### config.mk
export PLATFORM = sky130hd
export DESIGN_NAME = unique_key_stack
export DESIGN_NICKNAME = d
export VERILOG_FILES = /design/src/uks_pkg.sv /design/src/uks_ram.sv /design/src/uks_ctrl.sv /design/src/unique_key_stack.sv
export SDC_FILE = /design/constraint.sdc
export NUM_CORES = 1
export LEC_CHECK = 0
export BUFFER_PORTS_ARGS = -buffer_cell sky130_fd_sc_hd__buf_2
export CORE_ASPECT_RATIO = 0.75
export CORE_MARGIN = 2
export CORE_UTILIZATION = 60
export CTS_BUF_LIST = sky130_fd_sc_hd__clkbuf_16
export CTS_CLUSTER_DIAMETER = 40
export DETAILED_ROUTE_END_ITERATION = 8
export PLACE_DENSITY = 0.77
export SYNTH_ARGS = -nofsm -noshare
export SYNTH_HDL_FRONTEND = slang
export SYNTH_SLANG_ARGS = --single-unit
### constraint.sdc
create_clock -name clk -period 7.6 [get_ports clk]
set_input_delay 0 -clock clk [delete_from_list [all_inputs] [get_ports clk]]
set_output_delay 0 -clock clk [all_outputs]
set_load 0.01 [all_outputs]
### src/uks_pkg.sv
// uks_pkg: shared sizes, opcodes, status codes and the memory request type
// for the unique key stack
// depends on nothing
`default_nettype none

package uks_pkg;

	localparam int DEPTH      = 16;
	localparam int KEY_BITS   = 32;
	localparam int DATA_BITS  = 32;
	localparam int ADDR_BITS  = $clog2(DEPTH);
	localparam int COUNT_BITS = $clog2(DEPTH + 1);

	localparam logic [COUNT_BITS-1:0] FULL_LEVEL = COUNT_BITS'(DEPTH);

	localparam logic [1:0] OP_PUSH = 2'd0;
	localparam logic [1:0] OP_POP  = 2'd1;
	localparam logic [1:0] OP_PEEK = 2'd2;

	typedef enum logic [1:0] {
		ST_OK    = 2'd0,
		ST_DUP   = 2'd1,
		ST_EMPTY = 2'd2,
		ST_FULL  = 2'd3
	} status_t;

	// one access to the key and data stores, shared address
	typedef struct packed {
		logic                        en;
		logic                        we;
		logic [ADDR_BITS-1:0]        addr;
		logic signed [KEY_BITS-1:0]  key;
		logic signed [DATA_BITS-1:0] data;
	} mem_req_t;

endpackage

`default_nettype wire

### src/uks_ram.sv
// uks_ram: generic single-port ram with registered read
// depends on nothing
`default_nettype none

module uks_ram #(
	parameter int WIDTH = 32,
	parameter int DEPTH = 16
) (
	input  wire logic                     clk,
	input  wire logic                     en,
	input  wire logic                     we,
	input  wire logic [$clog2(DEPTH)-1:0] addr,
	input  wire logic [WIDTH-1:0]         wdata,
	output logic      [WIDTH-1:0]         rdata
);

	logic [WIDTH-1:0] mem_q [DEPTH];

	always_ff @(posedge clk) begin
		if (en) begin
			if (we) begin
				mem_q[addr] <= wdata;
			end else begin
				rdata <= mem_q[addr];
			end
		end
	end

endmodule

`default_nettype wire

### src/uks_ctrl.sv
// uks_ctrl: request sequencer, fill level, duplicate key scan and result registers
// depends on uks_pkg
`default_nettype none

module uks_ctrl (
	input  wire logic                                  clk,
	input  wire logic                                  arst_n,
	input  wire logic                                  start,
	output logic                                       busy,
	input  wire logic [1:0]                            op,
	input  wire logic signed [uks_pkg::KEY_BITS-1:0]   push_key,
	input  wire logic signed [uks_pkg::DATA_BITS-1:0]  push_data,
	output uks_pkg::mem_req_t                          mem_req,
	input  wire logic signed [uks_pkg::KEY_BITS-1:0]   rd_key,
	input  wire logic signed [uks_pkg::DATA_BITS-1:0]  rd_data,
	output logic                                       done,
	output logic [1:0]                                 status,
	output logic signed [uks_pkg::KEY_BITS-1:0]        out_key,
	output logic signed [uks_pkg::DATA_BITS-1:0]       out_data,
	output logic [uks_pkg::COUNT_BITS-1:0]             entry_count,
	output logic                                       is_empty
);

	typedef enum logic [2:0] {
		S_IDLE = 3'b001,
		S_SCAN = 3'b010,
		S_TOP  = 3'b100
	} state_t;

	state_t                                state_q;
	logic [1:0]                            op_q;
	logic signed [uks_pkg::KEY_BITS-1:0]   key_q;
	logic signed [uks_pkg::DATA_BITS-1:0]  data_q;
	logic [uks_pkg::COUNT_BITS-1:0]        fill_q;
	logic [uks_pkg::COUNT_BITS-1:0]        scan_q;
	logic                                  pend_q;
	logic                                  done_q;
	uks_pkg::status_t                      status_q;
	logic signed [uks_pkg::KEY_BITS-1:0]   out_key_q;
	logic signed [uks_pkg::DATA_BITS-1:0]  out_data_q;
	logic [uks_pkg::COUNT_BITS-1:0]        count_q;
	logic                                  empty_q;

	logic                                  match;
	logic                                  accept;
	logic [uks_pkg::COUNT_BITS-1:0]        fill_inc;
	logic [uks_pkg::COUNT_BITS-1:0]        fill_dec;

	assign busy     = (state_q != S_IDLE);
	assign accept   = start && !busy;
	assign match    = pend_q && (rd_key == key_q);
	assign fill_inc = fill_q + uks_pkg::COUNT_BITS'(1);
	assign fill_dec = fill_q - uks_pkg::COUNT_BITS'(1);

	always_comb begin
		mem_req      = '0;
		mem_req.key  = key_q;
		mem_req.data = data_q;
		case (state_q)
			S_IDLE: begin
				if (accept) begin
					case (op)
						uks_pkg::OP_PUSH: begin
							if (fill_q == '0) begin
								mem_req.en   = 1'b1;
								mem_req.we   = 1'b1;
								mem_req.key  = push_key;
								mem_req.data = push_data;
							end
						end
						uks_pkg::OP_POP, uks_pkg::OP_PEEK: begin
							if (fill_q != '0) begin
								mem_req.en   = 1'b1;
								mem_req.addr = fill_dec[uks_pkg::ADDR_BITS-1:0];
							end
						end
						default: begin
						end
					endcase
				end
			end
			S_SCAN: begin
				if (!match) begin
					mem_req.en = 1'b1;
					if (scan_q == fill_q) begin
						mem_req.we   = 1'b1;
						mem_req.addr = fill_q[uks_pkg::ADDR_BITS-1:0];
					end else begin
						mem_req.addr = scan_q[uks_pkg::ADDR_BITS-1:0];
					end
				end
			end
			default: begin
			end
		endcase
	end

	always_ff @(posedge clk or negedge arst_n) begin
		if (!arst_n) begin
			state_q <= S_IDLE;
			fill_q  <= '0;
			scan_q  <= '0;
			pend_q  <= 1'b0;
			done_q  <= 1'b0;
		end else begin
			done_q <= 1'b0;
			case (state_q)
				S_IDLE: begin
					if (accept) begin
						case (op)
							uks_pkg::OP_PUSH: begin
								if (fill_q != '0 && fill_q != uks_pkg::FULL_LEVEL) begin
									state_q <= S_SCAN;
									scan_q  <= '0;
									pend_q  <= 1'b0;
								end else begin
									done_q <= 1'b1;
									if (fill_q == '0) begin
										fill_q <= fill_inc;
									end
								end
							end
							uks_pkg::OP_POP, uks_pkg::OP_PEEK: begin
								if (fill_q != '0) begin
									state_q <= S_TOP;
								end else begin
									done_q <= 1'b1;
								end
							end
							default: begin
								done_q <= 1'b1;
							end
						endcase
					end
				end
				S_SCAN: begin
					if (match || scan_q == fill_q) begin
						state_q <= S_IDLE;
						done_q  <= 1'b1;
						pend_q  <= 1'b0;
						if (!match) begin
							fill_q <= fill_inc;
						end
					end else begin
						scan_q <= scan_q + uks_pkg::COUNT_BITS'(1);
						pend_q <= 1'b1;
					end
				end
				S_TOP: begin
					state_q <= S_IDLE;
					done_q  <= 1'b1;
					if (op_q == uks_pkg::OP_POP) begin
						fill_q <= fill_dec;
					end
				end
				default: begin
					state_q <= S_IDLE;
				end
			endcase
		end
	end

	// request latch and result fields
	always_ff @(posedge clk) begin
		if (accept) begin
			op_q   <= op;
			key_q  <= push_key;
			data_q <= push_data;
		end
		case (state_q)
			S_IDLE: begin
				if (accept) begin
					out_key_q  <= '0;
					out_data_q <= '0;
					case (op)
						uks_pkg::OP_PUSH: begin
							if (fill_q == uks_pkg::FULL_LEVEL) begin
								status_q <= uks_pkg::ST_FULL;
								count_q  <= fill_q;
								empty_q  <= 1'b0;
							end else begin
								status_q <= uks_pkg::ST_OK;
								count_q  <= fill_inc;
								empty_q  <= 1'b0;
							end
						end
						uks_pkg::OP_POP, uks_pkg::OP_PEEK: begin
							status_q <= uks_pkg::ST_EMPTY;
							count_q  <= fill_q;
							empty_q  <= 1'b1;
						end
						default: begin
							status_q <= uks_pkg::ST_OK;
							count_q  <= fill_q;
							empty_q  <= (fill_q == '0);
						end
					endcase
				end
			end
			S_SCAN: begin
				out_key_q  <= '0;
				out_data_q <= '0;
				empty_q    <= 1'b0;
				if (match) begin
					status_q <= uks_pkg::ST_DUP;
					count_q  <= fill_q;
				end else begin
					status_q <= uks_pkg::ST_OK;
					count_q  <= fill_inc;
				end
			end
			S_TOP: begin
				status_q   <= uks_pkg::ST_OK;
				out_key_q  <= rd_key;
				out_data_q <= rd_data;
				if (op_q == uks_pkg::OP_POP) begin
					count_q <= fill_dec;
					empty_q <= (fill_dec == '0);
				end else begin
					count_q <= fill_q;
					empty_q <= 1'b0;
				end
			end
			default: begin
			end
		endcase
	end

	assign done        = done_q;
	assign status      = status_q;
	assign out_key     = out_key_q;
	assign out_data    = out_data_q;
	assign entry_count = count_q;
	assign is_empty    = empty_q;

endmodule

`default_nettype wire

### src/unique_key_stack.sv
// unique_key_stack: top level, sequencer plus the key and data stores
// depends on uks_pkg, uks_ram, uks_ctrl
//
// usage
// - command channel: a beat (op, push_key, push_data) is taken at a rising edge
//   with start high and busy low; busy is then high while a scan or a top read runs
// - result channel: done is high for exactly one cycle with status, out_key,
//   out_data, entry_count and is_empty; the receiver has to take it then
// - op push: full stack answers in the next cycle (status full), empty stack
//   writes at once; otherwise the stored keys are read one per cycle
//   from the single ram port and compared with the new key by one shared
//   comparator, so the block stays busy while it scans the n entries held;
//   a hit ends the scan early with status duplicate
// - op pop or peek: the top entry is read from the ram port, taken in state
//   S_TOP and registered with done; on an empty stack status empty next cycle
// - unused op code: status ok in the next cycle, stack unchanged
// - the ram port is the throughput limit: one key compared per cycle
// - a new command may be given in the cycle that done is high
// - reset empties the stack by clearing the fill level; the stores are not
//   cleared, an entry is read only below the fill level
// - the receiver cannot stall, so no result is ever held back
`default_nettype none

module unique_key_stack (
	input  wire logic                                  clk,
	input  wire logic                                  arst_n,
	input  wire logic                                  start,
	output logic                                       busy,
	input  wire logic [1:0]                            op,
	input  wire logic signed [uks_pkg::KEY_BITS-1:0]   push_key,
	input  wire logic signed [uks_pkg::DATA_BITS-1:0]  push_data,
	output logic                                       done,
	output logic [1:0]                                 status,
	output logic signed [uks_pkg::KEY_BITS-1:0]        out_key,
	output logic signed [uks_pkg::DATA_BITS-1:0]       out_data,
	output logic [uks_pkg::COUNT_BITS-1:0]             entry_count,
	output logic                                       is_empty
);

	// shared access to both stores, same address for key and data
	uks_pkg::mem_req_t                    mem_req;
	logic [uks_pkg::KEY_BITS-1:0]         rd_key_raw;
	logic [uks_pkg::DATA_BITS-1:0]        rd_data_raw;
	logic signed [uks_pkg::KEY_BITS-1:0]  rd_key;
	logic signed [uks_pkg::DATA_BITS-1:0] rd_data;

	assign rd_key  = rd_key_raw;
	assign rd_data = rd_data_raw;

	// sequencer: scan counter, comparator, fill level and result registers
	uks_ctrl u_ctrl (
		.clk         (clk),
		.arst_n      (arst_n),
		.start       (start),
		.busy        (busy),
		.op          (op),
		.push_key    (push_key),
		.push_data   (push_data),
		.mem_req     (mem_req),
		.rd_key      (rd_key),
		.rd_data     (rd_data),
		.done        (done),
		.status      (status),
		.out_key     (out_key),
		.out_data    (out_data),
		.entry_count (entry_count),
		.is_empty    (is_empty)
	);

	// key store, slot 0 is the bottom of the stack
	uks_ram #(
		.WIDTH (uks_pkg::KEY_BITS),
		.DEPTH (uks_pkg::DEPTH)
	) u_key_ram (
		.clk   (clk),
		.en    (mem_req.en),
		.we    (mem_req.we),
		.addr  (mem_req.addr),
		.wdata (mem_req.key),
		.rdata (rd_key_raw)
	);

	// data store, same slots as the key store
	uks_ram #(
		.WIDTH (uks_pkg::DATA_BITS),
		.DEPTH (uks_pkg::DEPTH)
	) u_data_ram (
		.clk   (clk),
		.en    (mem_req.en),
		.we    (mem_req.we),
		.addr  (mem_req.addr),
		.wdata (mem_req.data),
		.rdata (rd_data_raw)
	);

endmodule

`default_nettype wire

==> impl_metrics.json <==
{
  "status": "finished clean",
  "r2r_cells": 12,
  "cap_violations": 0,
  "hold_path_depth": 2,
  "cts_tree": "done",
  "yosys_register_bits": 1241,
  "worst_slew_pin_slew_ps": 1280,
  "antenna_found_initial": 3,
  "ys_warn_count": 0,
  "viasPerCell": 6.64,
  "crit_fanout": 41,
  "synth_area_leaders": "edfxtp_1, nand2_1, nand3_1",
  "r2r_setup_slack_ps": 2200,
  "syn_inst": 3167,
  "peakVddDrop_mv": 0.219,
  "power_density_mw_per_mm2": 309,
  "drive_above_1_share_pct": 15.0,
  "dpl-instance-area_mm2": 0.0507,
  "hold_violations": 0,
  "port_buffers": 142,
  "wl_per_cell_um": 28.2,
  "fin_nets": 3453,
  "vias": 30100,
  "slew_viol_final": 0,
  "end_kind": "flip-flop",
  "hp-start": "push_data[23]",
  "row_count": 90,
  "grtUsageMet2_pct": 46.3,
  "startpoint": "u_ctrl.key_q[31]",
  "rsz0062_at_grt": "false",
  "syn-num-nets": 3243,
  "crit_type": "flip-flop to flip-flop",
  "grt_max_degree": 146,
  "die_y_um": 251,
  "core_mm2": 0.0805,
  "worstPathArrival_ps": 5740,
  "fin_skew_ps": 31.2,
  "mostFrequentLayoutCell": "edfxtp_1",
  "maxSlewHeadroom_pct": 14.5,
  "io-pin-count": 143,
  "avgSynthCellArea_um2": 15.4,
  "cp.required_ps": 7940,
  "fin_area_mm2": 0.0554,
  "path_cells": "xnor2_1 > nand4_1 > or4_4 > nor3_2 > buf_4 > o21ai_1 > buf_4 > nor2_2 > buf_4 > nand2_1 > nor2_4 > buf_4",
  "fin_util_pct": 68.8,
  "h-tree-depth": 3,
  "leakage_uw": 0.0194,
  "drt_wl_total_um": 128000,
  "post-cts-setup-buffer-count": 0,
  "cpMaxStageDelayCell": "nor2_4",
  "place_congestion": 0.935,
  "async_flop_share_pct": 1.21,
  "synth.distinct_cells": 71,
  "cts.sinks": 1241,
  "grt_pass1_wl_um": 188000,
  "ant_nets": 0,
  "cts.clk_slew.worst_paths_ps": 60,
  "insertion_delay_ps": 710,
  "reg2reg_from": "u_ctrl.key_q[31]",
  "synth-edff-count": 1226,
  "areaGrowthSynthToFinish_pct": 13.5,
  "first_iter_violations": 4733,
  "synth_top_area_share_pct": 75.5,
  "grt_overflow_total": 0,
  "cp_common_cell": "buf_4",
  "clockBufferDepth": 3,
  "netlist_area_mm2": 0.0488,
  "tns_ps": 0,
  "final_cell_mix": "edfxtp_1, nand2_1, nand3_1",
  "grtUsageMet1_pct": 44.1,
  "yosys.area.top_type": "edfxtp_1",
  "grt_usage_pct": 30.5,
  "grt_busiest_layer": "met2",
  "period_share_pct": 71.0,
  "initial_utilization_pct": 60.6,
  "max_freq_mhz": 185,
  "crit_path_start_kind": "flip-flop",
  "finalCriticalPeriod_ps": 5400,
  "synth-main-ff-cell": "edfxtp_1",
  "dpl.hpwl_um": 67900,
  "hp-class": "primary input to flip-flop",
  "die_w_um": 333,
  "slowest_delay_ps": 890,
  "total_power_uw": 17100,
  "drc": 0,
  "setup_viol": 0,
  "cts-buffers-inserted": 116,
  "yosysSeqAreaShare_pct": 76.2,
  "clock_tree.root_cell": "clkbuf_16",
  "use_met3_pct": 6.46,
  "grt_pass1_vias": 29300,
  "first_pass_iters": 7,
  "dieArea_mm2": 0.0836
}
[registers in the layout (all words and copies together) (netlist names), 32 cells and up]
signal,cells
u_ctrl.out_data,32
u_key_ram.mem_q,512
u_data_ram.rdata,32
u_ctrl.data_q,32
u_key_ram.rdata,32
u_ctrl.key_q,32
u_data_ram.mem_q,512
u_ctrl.out_key,32
[worst paths after layout]
kind / endpoint
max: u_data_ram.mem_q[6][9]
min: u_ctrl.data_q[23]
max reg2reg: u_data_ram.mem_q[6][9]
min reg2reg: u_data_ram.rdata[3]
max in group asynchronous: u_ctrl.state_q[2]
min in group asynchronous: u_ctrl.state_q[0]
[where the power goes]
part	total, uW	switching, uW	internal (uW)
sequential	8350	152	8200
clock	5830	2610	3220
combinational	2900	2080	824
[synthesized netlist by cell type (21+ instances only)]
library cell and n:
nand4_1 30, o21ai_0 64, inv_1 32, a311oi_1 21
buf_2 75, nand3_1 266, xnor2_1 23, clkbuf_1 77
mux2_2 90, nor2_1 151, edfxtp_1 1226, a21oi_1 38
o221ai_1 28, xor2_1 22, a22oi_1 54, nand2_1 399
a211oi_1 110, mux2i_1 124, and3_1 66
[area by class of cell]
type / instances / area (um2)
Fill cell: 5068 / 25200
Clock inverter: 102 / 936
Timing Repair Buffer: 281 / 2040
Sequential cell: 1241 / 37200
Antenna cell: 1 / 2.50
Inverter: 32 / 120
Multi-Input combinational cell: 1705 / 10800
Clock buffer: 117 / 2930
Tap cell: 1058 / 1320
[critical path: cells and delay by family (launching register included)]
family                    cells  cell delay [ps]
buffers and inverters         4             1620
xor gates and xnor gates      1              240
DFF                           1              400
and+or+nand+nor               6             2610
AOI/OAI and AO/OA             1              100
[routing by layer]
layer	vias to the layer above	part of all wire, %
met5	-	0.023
met4	4	3.8
met3	338	13
met2	2257	45
li1	12700	-
met1	14900	38
[metrics by stage]
step / setup WS (ps) / std cells / hold WS, ps
floorplan: 1300 / 3167 / -296
global placement: 2370 / 4237 / -74.1
detailed placement: 2300 / 4237 / -66.1
CTS: 2260 / 4536 / 0.588
global route: 1920 / 4536 / 19.3
finish: 2200 / 4537 / 32.2
[repair_timing]
item                                    CTS  global route
endpoints found under the hold margin  1079             0
gates resized for setup                   0             0
hold buffers                             80             0
[cell families after synthesis]
kind of cell               share of synthesized area [%]
muxes                                               4.74
xor gates and xnor gates                           0.808
AOI/OAI and AO/OA                                   6.88
DFF                                                 76.2
buffers and inverters                               2.10
and+or+nand+nor                                     9.05
adders and majority gates                          0.180
Power figures use the tool's default switching activity.
